### src/design/nonuniform_three_point_derivative_assert.svh
// Assertion macros shared by the derivative block.
// They sample on clk_i and are disabled while rst_ni is low.
`ifndef NONUNIFORM_THREE_POINT_DERIVATIVE_ASSERT_SVH
`define NONUNIFORM_THREE_POINT_DERIVATIVE_ASSERT_SVH

// Condition that must hold at every clock edge.
`define NUTPD_ASSERT_ALWAYS(lbl, cond, msg) \
  lbl: assert property (@(posedge clk_i) disable iff (!rst_ni) (cond)) \
    else $error(msg);

// Consequent must hold in the same cycle as the antecedent.
`define NUTPD_ASSERT_IMPL(lbl, ant, cons, msg) \
  lbl: assert property (@(posedge clk_i) disable iff (!rst_ni) (ant) |-> (cons)) \
    else $error(msg);

// Consequent must hold in the cycle after the antecedent.
`define NUTPD_ASSERT_NEXT(lbl, ant, cons, msg) \
  lbl: assert property (@(posedge clk_i) disable iff (!rst_ni) (ant) |=> (cons)) \
    else $error(msg);

`endif

### src/design/nutpd_pkg.sv
`timescale 1ns / 1ps

package nutpd_pkg;

  localparam int DATA_WIDTH_DEF = 32;
  localparam int FRAC_BITS_DEF  = 16;

  // Which slopes were used for a result.
  typedef enum logic [1:0] {
    CASE_AVG    = 2'd0,
    CASE_FWD    = 2'd1,
    CASE_BWD    = 2'd2,
    CASE_REPEAT = 2'd3
  } slope_case_e;

  // Status of one slope unit toward the controller.
  typedef struct packed {
    logic done;
    logic sat;
  } slope_status_t;

endpackage

### src/design/nonuniform_three_point_derivative.sv
`timescale 1ns / 1ps
// Three-point derivative over a stream of (x, y) samples with uneven spacing.
// Input channel: x_value_i, y_value_i, last_sample_i with in_valid_i and
// in_stall_o; a transaction completes when valid is high and stall is low.
// Output channel: x_center_o, slope_o, slope_case_o, saturated_o,
// end_of_set_o with out_valid_o and out_stall_i.
// The first two samples of a set only fill the history. Every later sample
// produces one result for the middle point; both one-sided slopes are
// computed in parallel by two restoring dividers that retire one quotient
// bit per cycle. The input stays stalled until the result of such a sample
// has been moved into the output register.
// The output register holds a result while out_stall_i is high; the block
// then accepts the next sample and can work on it, but a second result
// waits inside until the output register is free.
// After the sample flagged last, the history and the repeated slope are
// cleared so the next transaction starts a new set. Reset puts the block in
// the same empty state with no result pending.
module nonuniform_three_point_derivative #(
  parameter int DATA_WIDTH = nutpd_pkg::DATA_WIDTH_DEF,
  parameter int FRAC_BITS  = nutpd_pkg::FRAC_BITS_DEF
) (
  input  logic                         clk_i,
  input  logic                         rst_ni,
  input  logic                         in_valid_i,
  output logic                         in_stall_o,
  input  logic signed [DATA_WIDTH-1:0] x_value_i,
  input  logic signed [DATA_WIDTH-1:0] y_value_i,
  input  logic                         last_sample_i,
  output logic                         out_valid_o,
  input  logic                         out_stall_i,
  output logic signed [DATA_WIDTH-1:0] x_center_o,
  output logic signed [DATA_WIDTH-1:0] slope_o,
  output logic [1:0]                   slope_case_o,
  output logic                         saturated_o,
  output logic                         end_of_set_o
);

`include "nonuniform_three_point_derivative_assert.svh"

  localparam int W = DATA_WIDTH;

  typedef enum logic [2:0] {
    S_IDLE = 3'b001,
    S_WAIT = 3'b010,
    S_COMB = 3'b100
  } ctrl_state_e;

  ctrl_state_e state_q, state_d;
  logic [1:0]   seen_q, seen_d;
  logic [W-1:0] last_slope_q, last_slope_d;
  logic         start_q, start_d;
  logic [W-1:0] older_x_q, older_x_d, older_y_q, older_y_d;
  logic [W-1:0] prev_x_q, prev_x_d, prev_y_q, prev_y_d;
  logic [W-1:0] cur_x_q, cur_x_d, cur_y_q, cur_y_d;
  logic         cur_last_q, cur_last_d;

  logic         out_valid_q, out_valid_d;
  logic [W-1:0] x_center_q, x_center_d, slope_q, slope_d;
  nutpd_pkg::slope_case_e case_q, case_d;
  logic         sat_q, sat_d, eos_q, eos_d;

  logic signed [W-1:0]      fwd_slope, bwd_slope;
  nutpd_pkg::slope_status_t fwd_st, bwd_st;

  logic         in_acc, out_free, out_load;
  logic         right_ok, left_ok;
  logic [W:0]   avg_sum;
  logic [W-1:0] res_slope;
  logic         res_sat;
  nutpd_pkg::slope_case_e res_case;

  nutpd_slope #(.W(W), .F(FRAC_BITS)) u_fwd (
    .clk_i    (clk_i),
    .rst_ni   (rst_ni),
    .start_i  (start_q),
    .xa_i     (prev_x_q),
    .ya_i     (prev_y_q),
    .xb_i     (cur_x_q),
    .yb_i     (cur_y_q),
    .slope_o  (fwd_slope),
    .status_o (fwd_st)
  );

  nutpd_slope #(.W(W), .F(FRAC_BITS)) u_bwd (
    .clk_i    (clk_i),
    .rst_ni   (rst_ni),
    .start_i  (start_q),
    .xa_i     (older_x_q),
    .ya_i     (older_y_q),
    .xb_i     (prev_x_q),
    .yb_i     (prev_y_q),
    .slope_o  (bwd_slope),
    .status_o (bwd_st)
  );

  assign in_stall_o = (state_q != S_IDLE);
  assign in_acc     = in_valid_i && !in_stall_o;
  assign out_free   = !out_valid_q || !out_stall_i;
  assign out_load   = (state_q == S_COMB) && out_free;

  // Pick the slope source from which spacings are nonzero.
  always_comb begin
    right_ok = (cur_x_q != prev_x_q);
    left_ok  = (older_x_q != prev_x_q);
    avg_sum  = {fwd_slope[W-1], fwd_slope} + {bwd_slope[W-1], bwd_slope};
    priority if (right_ok && left_ok) begin
      res_slope = avg_sum[W:1];
      res_sat   = fwd_st.sat | bwd_st.sat;
      res_case  = nutpd_pkg::CASE_AVG;
    end else if (right_ok) begin
      res_slope = fwd_slope;
      res_sat   = fwd_st.sat;
      res_case  = nutpd_pkg::CASE_FWD;
    end else if (left_ok) begin
      res_slope = bwd_slope;
      res_sat   = bwd_st.sat;
      res_case  = nutpd_pkg::CASE_BWD;
    end else begin
      res_slope = last_slope_q;
      res_sat   = 1'b0;
      res_case  = nutpd_pkg::CASE_REPEAT;
    end
  end

  always_comb begin
    state_d      = state_q;
    seen_d       = seen_q;
    last_slope_d = last_slope_q;
    start_d      = 1'b0;
    older_x_d    = older_x_q;
    older_y_d    = older_y_q;
    prev_x_d     = prev_x_q;
    prev_y_d     = prev_y_q;
    cur_x_d      = cur_x_q;
    cur_y_d      = cur_y_q;
    cur_last_d   = cur_last_q;
    out_valid_d  = out_valid_q && out_stall_i;
    x_center_d   = x_center_q;
    slope_d      = slope_q;
    case_d       = case_q;
    sat_d        = sat_q;
    eos_d        = eos_q;
    unique case (state_q)
      S_IDLE: begin
        if (in_acc) begin
          if (seen_q == 2'd2) begin
            cur_x_d    = x_value_i;
            cur_y_d    = y_value_i;
            cur_last_d = last_sample_i;
            start_d    = 1'b1;
            state_d    = S_WAIT;
          end else begin
            older_x_d = prev_x_q;
            older_y_d = prev_y_q;
            prev_x_d  = x_value_i;
            prev_y_d  = y_value_i;
            seen_d    = last_sample_i ? 2'd0 : seen_q + 2'd1;
            if (last_sample_i) begin
              last_slope_d = '0;
            end
          end
        end
      end
      S_WAIT: begin
        if (fwd_st.done) begin
          state_d = S_COMB;
        end
      end
      S_COMB: begin
        if (out_free) begin
          out_valid_d  = 1'b1;
          x_center_d   = prev_x_q;
          slope_d      = res_slope;
          case_d       = res_case;
          sat_d        = res_sat;
          eos_d        = cur_last_q;
          older_x_d    = prev_x_q;
          older_y_d    = prev_y_q;
          prev_x_d     = cur_x_q;
          prev_y_d     = cur_y_q;
          last_slope_d = cur_last_q ? '0 : res_slope;
          seen_d       = cur_last_q ? 2'd0 : 2'd2;
          state_d      = S_IDLE;
        end
      end
      default: state_d = S_IDLE;
    endcase
  end

  always_ff @(posedge clk_i or negedge rst_ni) begin
    if (!rst_ni) begin
      state_q      <= S_IDLE;
      seen_q       <= 2'd0;
      last_slope_q <= '0;
      start_q      <= 1'b0;
      out_valid_q  <= 1'b0;
    end else begin
      state_q      <= state_d;
      seen_q       <= seen_d;
      last_slope_q <= last_slope_d;
      start_q      <= start_d;
      out_valid_q  <= out_valid_d;
    end
  end

  always_ff @(posedge clk_i) begin
    older_x_q  <= older_x_d;
    older_y_q  <= older_y_d;
    prev_x_q   <= prev_x_d;
    prev_y_q   <= prev_y_d;
    cur_x_q    <= cur_x_d;
    cur_y_q    <= cur_y_d;
    cur_last_q <= cur_last_d;
    x_center_q <= x_center_d;
    slope_q    <= slope_d;
    case_q     <= case_d;
    sat_q      <= sat_d;
    eos_q      <= eos_d;
  end

  assign out_valid_o  = out_valid_q;
  assign x_center_o   = x_center_q;
  assign slope_o      = slope_q;
  assign slope_case_o = case_q;
  assign saturated_o  = sat_q;
  assign end_of_set_o = eos_q;

  `NUTPD_ASSERT_ALWAYS(a_units_lockstep, fwd_st.done == bwd_st.done,
    "slope units finished in different cycles")
  `NUTPD_ASSERT_IMPL(a_done_in_wait, fwd_st.done, state_q == S_WAIT,
    "slope unit finished while the controller was not waiting")
  `NUTPD_ASSERT_NEXT(a_short_set_clear, in_acc && last_sample_i && (seen_q != 2'd2),
    (seen_q == 2'd0) && (last_slope_q == '0), "short set did not clear the history")
  `NUTPD_ASSERT_IMPL(a_repeat_unsat, out_load && (res_case == nutpd_pkg::CASE_REPEAT),
    !res_sat, "repeated slope flagged as saturated")

endmodule

### src/design/nutpd_slope.sv
`timescale 1ns / 1ps

// One-sided slope (yb - ya) * 2^F / (xb - xa), truncated toward zero and
// saturated. The quotient is produced one bit per cycle by a restoring
// divider; the dividend magnitude is shifted in MSB first, then F zeros.
module nutpd_slope #(
  parameter int W = nutpd_pkg::DATA_WIDTH_DEF,
  parameter int F = nutpd_pkg::FRAC_BITS_DEF
) (
  input  logic                     clk_i,
  input  logic                     rst_ni,
  input  logic                     start_i,
  input  logic signed [W-1:0]      xa_i,
  input  logic signed [W-1:0]      ya_i,
  input  logic signed [W-1:0]      xb_i,
  input  logic signed [W-1:0]      yb_i,
  output logic signed [W-1:0]      slope_o,
  output nutpd_pkg::slope_status_t status_o
);

  localparam int STEPS = W + F;
  localparam int CW    = $clog2(STEPS + 1);
  localparam logic [W:0]   HALF    = (W + 1)'(1) << (W - 1);
  localparam logic [W-1:0] MAX_POS = {1'b0, {(W - 1){1'b1}}};
  localparam logic [W-1:0] MIN_NEG = {1'b1, {(W - 1){1'b0}}};

  typedef enum logic [3:0] {
    U_IDLE = 4'b0001,
    U_ABS  = 4'b0010,
    U_ITER = 4'b0100,
    U_FIN  = 4'b1000
  } unit_state_e;

  unit_state_e state_q, state_d;
  logic [W:0]    dy_q, dy_d, dx_q, dx_d;
  logic [W-1:0]  num_q, num_d, den_q, den_d, rem_q, rem_d;
  logic [W:0]    quo_q, quo_d;
  logic          big_q, big_d, neg_q, neg_d;
  logic [CW-1:0] cnt_q, cnt_d;
  logic [W-1:0]  slope_q, slope_d;
  logic          sat_q, sat_d, done_q, done_d;

  logic [W:0] dy_neg, dx_neg, rem_sh, rem_sub;
  logic       in_bit, ge;

  always_comb begin
    dy_neg  = ~dy_q + (W + 1)'(1);
    dx_neg  = ~dx_q + (W + 1)'(1);
    in_bit  = (cnt_q < CW'(W)) ? num_q[W-1] : 1'b0;
    rem_sh  = {rem_q, in_bit};
    ge      = rem_sh >= {1'b0, den_q};
    rem_sub = rem_sh - {1'b0, den_q};
  end

  always_comb begin
    state_d = state_q;
    dy_d    = dy_q;
    dx_d    = dx_q;
    num_d   = num_q;
    den_d   = den_q;
    rem_d   = rem_q;
    quo_d   = quo_q;
    big_d   = big_q;
    neg_d   = neg_q;
    cnt_d   = cnt_q;
    slope_d = slope_q;
    sat_d   = sat_q;
    done_d  = 1'b0;
    unique case (state_q)
      U_IDLE: begin
        if (start_i) begin
          dy_d    = {yb_i[W-1], yb_i} - {ya_i[W-1], ya_i};
          dx_d    = {xb_i[W-1], xb_i} - {xa_i[W-1], xa_i};
          state_d = U_ABS;
        end
      end
      U_ABS: begin
        num_d   = dy_q[W] ? dy_neg[W-1:0] : dy_q[W-1:0];
        den_d   = dx_q[W] ? dx_neg[W-1:0] : dx_q[W-1:0];
        neg_d   = dy_q[W] ^ dx_q[W];
        rem_d   = '0;
        quo_d   = '0;
        big_d   = 1'b0;
        cnt_d   = '0;
        state_d = U_ITER;
      end
      U_ITER: begin
        rem_d = ge ? rem_sub[W-1:0] : rem_sh[W-1:0];
        // A quotient bit pushed past the top means the result is far out of range.
        big_d = big_q | quo_q[W];
        quo_d = {quo_q[W-1:0], ge};
        num_d = {num_q[W-2:0], 1'b0};
        cnt_d = cnt_q + CW'(1);
        if (cnt_q == CW'(STEPS - 1)) begin
          state_d = U_FIN;
        end
      end
      U_FIN: begin
        if (neg_q) begin
          sat_d   = big_q || (quo_q > HALF);
          slope_d = sat_d ? MIN_NEG : ~quo_q[W-1:0] + W'(1);
        end else begin
          sat_d   = big_q || (quo_q >= HALF);
          slope_d = sat_d ? MAX_POS : quo_q[W-1:0];
        end
        done_d  = 1'b1;
        state_d = U_IDLE;
      end
      default: state_d = U_IDLE;
    endcase
  end

  always_ff @(posedge clk_i or negedge rst_ni) begin
    if (!rst_ni) begin
      state_q <= U_IDLE;
      done_q  <= 1'b0;
    end else begin
      state_q <= state_d;
      done_q  <= done_d;
    end
  end

  always_ff @(posedge clk_i) begin
    dy_q    <= dy_d;
    dx_q    <= dx_d;
    num_q   <= num_d;
    den_q   <= den_d;
    rem_q   <= rem_d;
    quo_q   <= quo_d;
    big_q   <= big_d;
    neg_q   <= neg_d;
    cnt_q   <= cnt_d;
    slope_q <= slope_d;
    sat_q   <= sat_d;
  end

  assign slope_o       = slope_q;
  assign status_o.done = done_q;
  assign status_o.sat  = sat_q;

endmodule
### config.mk
export PLATFORM = sky130hd
export DESIGN_NAME = nonuniform_three_point_derivative
export DESIGN_NICKNAME = d
export VERILOG_FILES = /design/src/design/nutpd_pkg.sv /design/src/design/nonuniform_three_point_derivative.sv /design/src/design/nutpd_slope.sv
export VERILOG_INCLUDE_DIRS = /design/src /design/src/design
export SDC_FILE = /design/constraint.sdc
export NUM_CORES = 2
export LEC_CHECK = 0
export ABC_AREA = 1
export BUFFER_PORTS_ARGS = -buffer_cell sky130_fd_sc_hd__buf_4
export CAP_MARGIN = 20
export CORE_MARGIN = 1.5
export CORE_UTILIZATION = 50
export DETAILED_ROUTE_END_ITERATION = 10
export HOLD_SLACK_MARGIN = 0.05
export MAX_ROUTING_LAYER = met4
export PLACE_DENSITY = 0.74
export SLEW_MARGIN = 20
export SYNTH_ARGS = -nofsm -noshare
export SYNTH_HDL_FRONTEND = slang
export SYNTH_SLANG_ARGS = --single-unit
### constraint.sdc
create_clock -name clk_i -period 7.7 [get_ports clk_i]
set_input_delay 0.77 -clock clk_i [delete_from_list [all_inputs] [get_ports clk_i]]
set_output_delay 0.77 -clock clk_i [all_outputs]
set_load 0.01 [all_outputs]
# ---- After elaboration in Yosys (flattened, before gate mapping)
# Cells that the tools add are included.
dict set report classes {
  n_addsub 16
  order_cmp 8
  n_eq_ne 27
  muxes 78
  n_bitwise 11
  reduce_logical 24
}
# cell n
set ops {}
lappend ops {{32-bit 2-to-1 mux} 32}
lappend ops {{32-bit case mux with 2 select lines} 9}
lappend ops {{32-bit by 1-bit adder with 32-bit output (second input constant)} 6}
lappend ops {{32-bit inverter} 6}
lappend ops {{33-bit case mux with 2 select lines} 2}
lappend ops {{32-bit by 32-bit subtractor with 33-bit output} 4}
lappend ops {{33-bit by 32-bit greater-or-equal comparator with 1-bit output} 2}
lappend ops {{33-bit by 32-bit greater-or-equal comparator with 1-bit output (second input constant)} 2}
lappend ops {{33-bit by 32-bit greater-than comparator with 1-bit output (second input constant)} 2}
lappend ops {{32-bit inequality test} 2}
lappend ops {{32-bit subtractor} 2}
lappend ops {{32-bit by 32-bit adder with 33-bit output} 1}
lappend ops {{4-bit case mux with 3 select lines} 2}
lappend ops {{6-bit case mux with 2 select lines} 2}
lappend ops {{1-bit 2-to-1 mux} 15}
lappend ops {{2-bit inequality test (second input constant)} 7}
lappend ops {{6-bit by 1-bit adder with 6-bit output (second input constant)} 2}
lappend ops {{6-bit == test (second input constant)} 2}
lappend ops {{6-bit < comparator (second input constant)} 2}
lappend ops {{3-bit 2-to-1 mux} 4}
lappend ops {{4-bit 2-to-1 mux} 3}
lappend ops {{2-bit 2-to-1 mux} 5}
lappend ops {{2-bit AND reduction} 5}
lappend ops {{3-bit case mux with 3 select lines} 1}
lappend ops {{23 further kinds} 44}
dict set report word_totals {
  regBits 781
  inputBits 69
  elab_cells 207
}

# ---- Logic depth before layout (Yosys ltp)
dict set report logic_depth {
  ltp_word 7
  ltp_mapped 17
  mapped_depth_nobuf 17
}

# ---- Hierarchy
# A second synthesis with hierarchy kept.
dict set report unflattened {
  hier_cells 6567
  area_unflattened_um2 51515.7
}
# mod n_inst cells_per_inst area_each_um2 seq_area_each_um2
set by_module_without_submodules {}
lappend by_module_without_submodules {{nutpd_slope at u_bwd} 1 2510 18459.0 7213.2}
lappend by_module_without_submodules {{nutpd_slope at u_fwd} 1 2475 18377.6 7213.2}
lappend by_module_without_submodules {nonuniform_three_point_derivative 1 1582 14679.1 8814.7}

# ---- Least setup slack after synthesis
# Ideal clock, no wire load.
dict set report synth_timing {
  path_type {register -> register}
  from {register u_fwd.state_q[3]}
  to {register u_fwd.big_q, enable pin}
  t_arrival_ns 5.468
  required_time_ns 7.233
  setup_slack_ns 1.765
  stages_incl_launch_ff 6
  period_less_slack_ns 5.935
  path_cell_list {dfrtp_1 nor2_1 inv_1 nor3_1 inv_1 nand2_1}
}
dict set report synth_via {
  elab_chain_len 2
  elab_cells_between_ends 3
}
# element line_no
set synth_rtl {}
lappend synth_rtl {{start: declaration} nutpd_slope.sv:34} ;# unit_state_e state_q, state_d;
lappend synth_rtl {{start signal: assignment} nutpd_slope.sv:118} ;# state_q <= state_d;
lappend synth_rtl {{4-bit by 2-bit == test with 1-bit output / 4-bit by 3-bit == test with 1-bit output (equally long branches)} nutpd_slope.sv:69} ;# unique case (state_q)
lappend synth_rtl {{2-bit nonzero test (no source line) (*)} -}
lappend synth_rtl {{end signal: assignment} nutpd_slope.sv:130} ;# big_q <= big_d;
lappend synth_rtl {{end: declaration} nutpd_slope.sv:38} ;# logic big_q, big_d, neg_q, neg_d;
# Mark *: on every way between the ends. The rest lies on a longest branch, timed or not.
# A chain may end at the register's enable or synchronous reset.

# ---- Worst setup path after layout
dict set report layout_timing {
  from {register state_q[1]}
  to {register slope_q[7] (netlist: slope_o[7]), enable pin}
}
dict set report layout_via {
  elab_chain_len 2
}
# element line_no
set layout_rtl {}
lappend layout_rtl {{start: declaration} nonuniform_three_point_derivative.sv:48} ;# ctrl_state_e state_q, state_d;
lappend layout_rtl {{start signal: assignment} nonuniform_three_point_derivative.sv:198} ;# state_q <= state_d;
lappend layout_rtl {{3-bit == test} nonuniform_three_point_derivative.sv:143} ;# unique case (state_q)
lappend layout_rtl {{2-bit AND reduction (no source line)} -}
lappend layout_rtl {{end signal: assignment} nonuniform_three_point_derivative.sv:215} ;# slope_q <= slope_d;
lappend layout_rtl {{end: declaration} nonuniform_three_point_derivative.sv:58} ;# logic [W-1:0] x_center_q, x_center_d, slope_q, slope_d;
# Every way passes these cells.

==> flow_metrics.tcl <==
set metrics [dict create \
    drtPass1Iterations 6 \
    root_buffer "clkbuf_16" \
    synth_largest_type_area_fraction_pct 44.9 \
    setup_violations 0 \
    worstPathMaxFanout 74 \
    cts_tree "done" \
    final_cell_area_um2 54400 \
    drt_iter0_markers 3886 \
    postCtsHoldBufs 0 \
    timing.final.hold_violations 0 \
    status "finished, final reports clean" \
    pin_count 139 \
    crit_arrival_ps 3790 \
    synth_edf_count 733 \
    cts_resized 0 \
    ys_types 55 \
    totalNegativeSetupSlack_ps 0 \
    ys.flop_type "edfxtp_1" \
    portBuffers 138 \
    synth_most_common_cell "nand2_1" \
    synth_commonest_cells "1633 x nand2_1, 807 x inv_1, 733 x edfxtp_1" \
    ys_ff_latch 781 \
    cts_max_level 3 \
    rsz0062_at_grt "false" \
    cellPowerDensity_nw_per_um2 163 \
    start_util_pct 50.6 \
    post-dp-hpwl_um 106000 \
    finalNonFillerCells 7495 \
    drc 0 \
    fill_cells 8968 \
    viasPerCell 5.46 \
    synthArstFlopShare_pct 6.15 \
    core_area_um2 97000 \
    syn_inst 6002 \
    required_ps 7980 \
    drv_cap 0 \
    yosys_warnings 0 \
    cts_buffers 87 \
    finalCritPeriodShare_pct 45.6 \
    period_minus_slack_ps 3510 \
    grt_usage_pct 28.5 \
    skew_ps 33.4 \
    synth_nets 6310 \
    insertion_delay_ps 670 \
    max_freq_mhz 285 \
    die_w_um 316 \
    peakVddDrop_v 0.000188 \
    cts_sinks 781 \
    ys_seq_area_share_pct 47.3 \
    tightestPinTransition_ps 1080 \
    slew_violations 0 \
    criticalPathCategory "reg -> reg" \
    finalPower_mw 8.89 \
    critPathCaptureType "flip-flop" \
    slew-limit-headroom_pct 28.0 \
    gp_congestion 1.02 \
    synth_area_um2 49100 \
    overflow 0 \
    postCtsSetupRepairBufs 0 \
    yosysTopAreaCell "edfxtp_1" \
    final_nets 6453 \
    syn_area_per_cell_um2 8.17 \
    synthTopCellsByArea "edfxtp_1 45%, nand2_1 12%, inv_1 6.2%" \
    worstHoldPathType "in -> async" \
    fin_hold_ws_ps 195 \
    dieArea_um2 100000 \
    grt_first_pass_wirelength_um 216000 \
    drive_gt1_share_pct 6.59 \
    antenna_found_initial 2 \
    clkTransAtPathRegs_ps 60 \
    grt_pass1_vias 38000 \
    p_leak_nw 23.8 \
    postRouteAntennaNets 0 \
    place_inst 7332 \
    postPlaceCellArea_um2 51500 \
    startpoint_type "flip-flop" \
    die_h_um 316 \
    syn2layout_area_growth_pct 10.8 \
    cts_buffer_depth 3 \
    vias 40900 \
    grt_max_degree 133 \
    drt_wl_total_um 139000 \
    avgRoutedWirePerCell_um 18.6 \
    num_rows 114 \
]
cell families after synthesis:
family / after synthesis / share of synthesized area, %
buffers and inverters: 933 / 7.31
xor gates and xnor gates: 290 / 5.18
muxes: 1 / 0.0230
DFF: 781 / 47.3
and+or+nand+nor: 2962 / 25.2
adders and majority gates: 239 / 6.20
AOI/OAI and AO/OA: 796 / 8.75
registers in the layout, summed over array words and instances (netlist names), 33 cells and up:
| register | count |
|---|---|
| u_bwd.dx_q | 33 |
| u_bwd.dy_q | 33 |
| u_bwd.quo_q | 33 |
| u_fwd.dx_q | 33 |
| u_fwd.dy_q | 33 |
| u_fwd.quo_q | 33 |
critical path, cell delays in order, from the launching register on:
cell and delay (ps):
dfrtp_1 420, nor3_4 180, buf_4 590, inv_2 130, buf_4 420, nor2_4 580
buf_4 730
per-layer routing:
metal	part of all wire (%)	GRT usage, %	up-vias	wire length, um
met3	7.3	3.49	182	10200
met2	44	43.0	1590	61500
met5	0	-	-	0
li1	-	-	20100	-
met1	45	40.0	19000	63300
met4	3.1	9.13	0	4320
cells in the final DEF (no fill, tap or decap), types with 10 or more instances in the layout:
master and n:
nand2_1 1631, inv_1 806, edfxtp_1 733, nor2_1 673, nand3_1 343, o21ai_0 335, a21oi_1 290, xor2_1 237
ha_1 232, buf_4 160, clkbuf_16 91, nor3_1 84, nand4_1 73, o21ai_1 53, xnor2_1 53, dfrtp_1 45
o21bai_1 30, nor4_1 30, nand3b_1 29, or2_2 28, a21o_1 24, clkinv_2 20, inv_2 17, clkbuf_1 16
o211ai_1 15, clkinv_1 12, nor2_2 11, nand2_2 10, o21a_1 10
stage by stage:
step	util [%]	setup slack [ps]
after floorplan	-	1770
after global routing	56.1	3980
after global placement	53.1	4210
after CTS	56.1	4170
final	56.1	4190
after detailed placement	53.1	4160
area by class of cell:
class                      count  area [um^2]  area share (%)
sequential                   781        23200            42.7
multi-input combinational   4288        22300            41.1
inverter                     826         3110            5.71
clock buffer                 111         2390            4.40
tap                         1276         1600            2.94
timing repair buffer         161         1220            2.25
clock inverter                51          495           0.911
antenna                        1         2.50         0.00460
worst paths after layout:
kind                                 startpoint  slack (ps)  cells past startpoint               end
worst max-delay path                 state_q[1]        4190                      6        slope_o[7]
worst min-delay path                     rst_ni         200                      1  u_fwd.state_q[1]
worst max register to register       state_q[1]        4190                      6        slope_o[7]
worst min register to register  last_slope_q[6]         480                      2   last_slope_q[6]
max in group asynchronous                rst_ni        6910                      1        state_q[2]
min in group clk_i                y_value_i[26]         290                      1       cur_y_q[26]
where the power goes:
part	leakage [nW]	internal (mW)	switching [mW]	total, mW
sequential	6.92	4.58	0.0000000000000000136	4.58
clock	1.41	2.48	1.77	4.24
combinational	15.5	0.0287	0.0311	0.0598
total	23.8	7.09	1.80	8.89
Power figures use the tool's default switching activity.
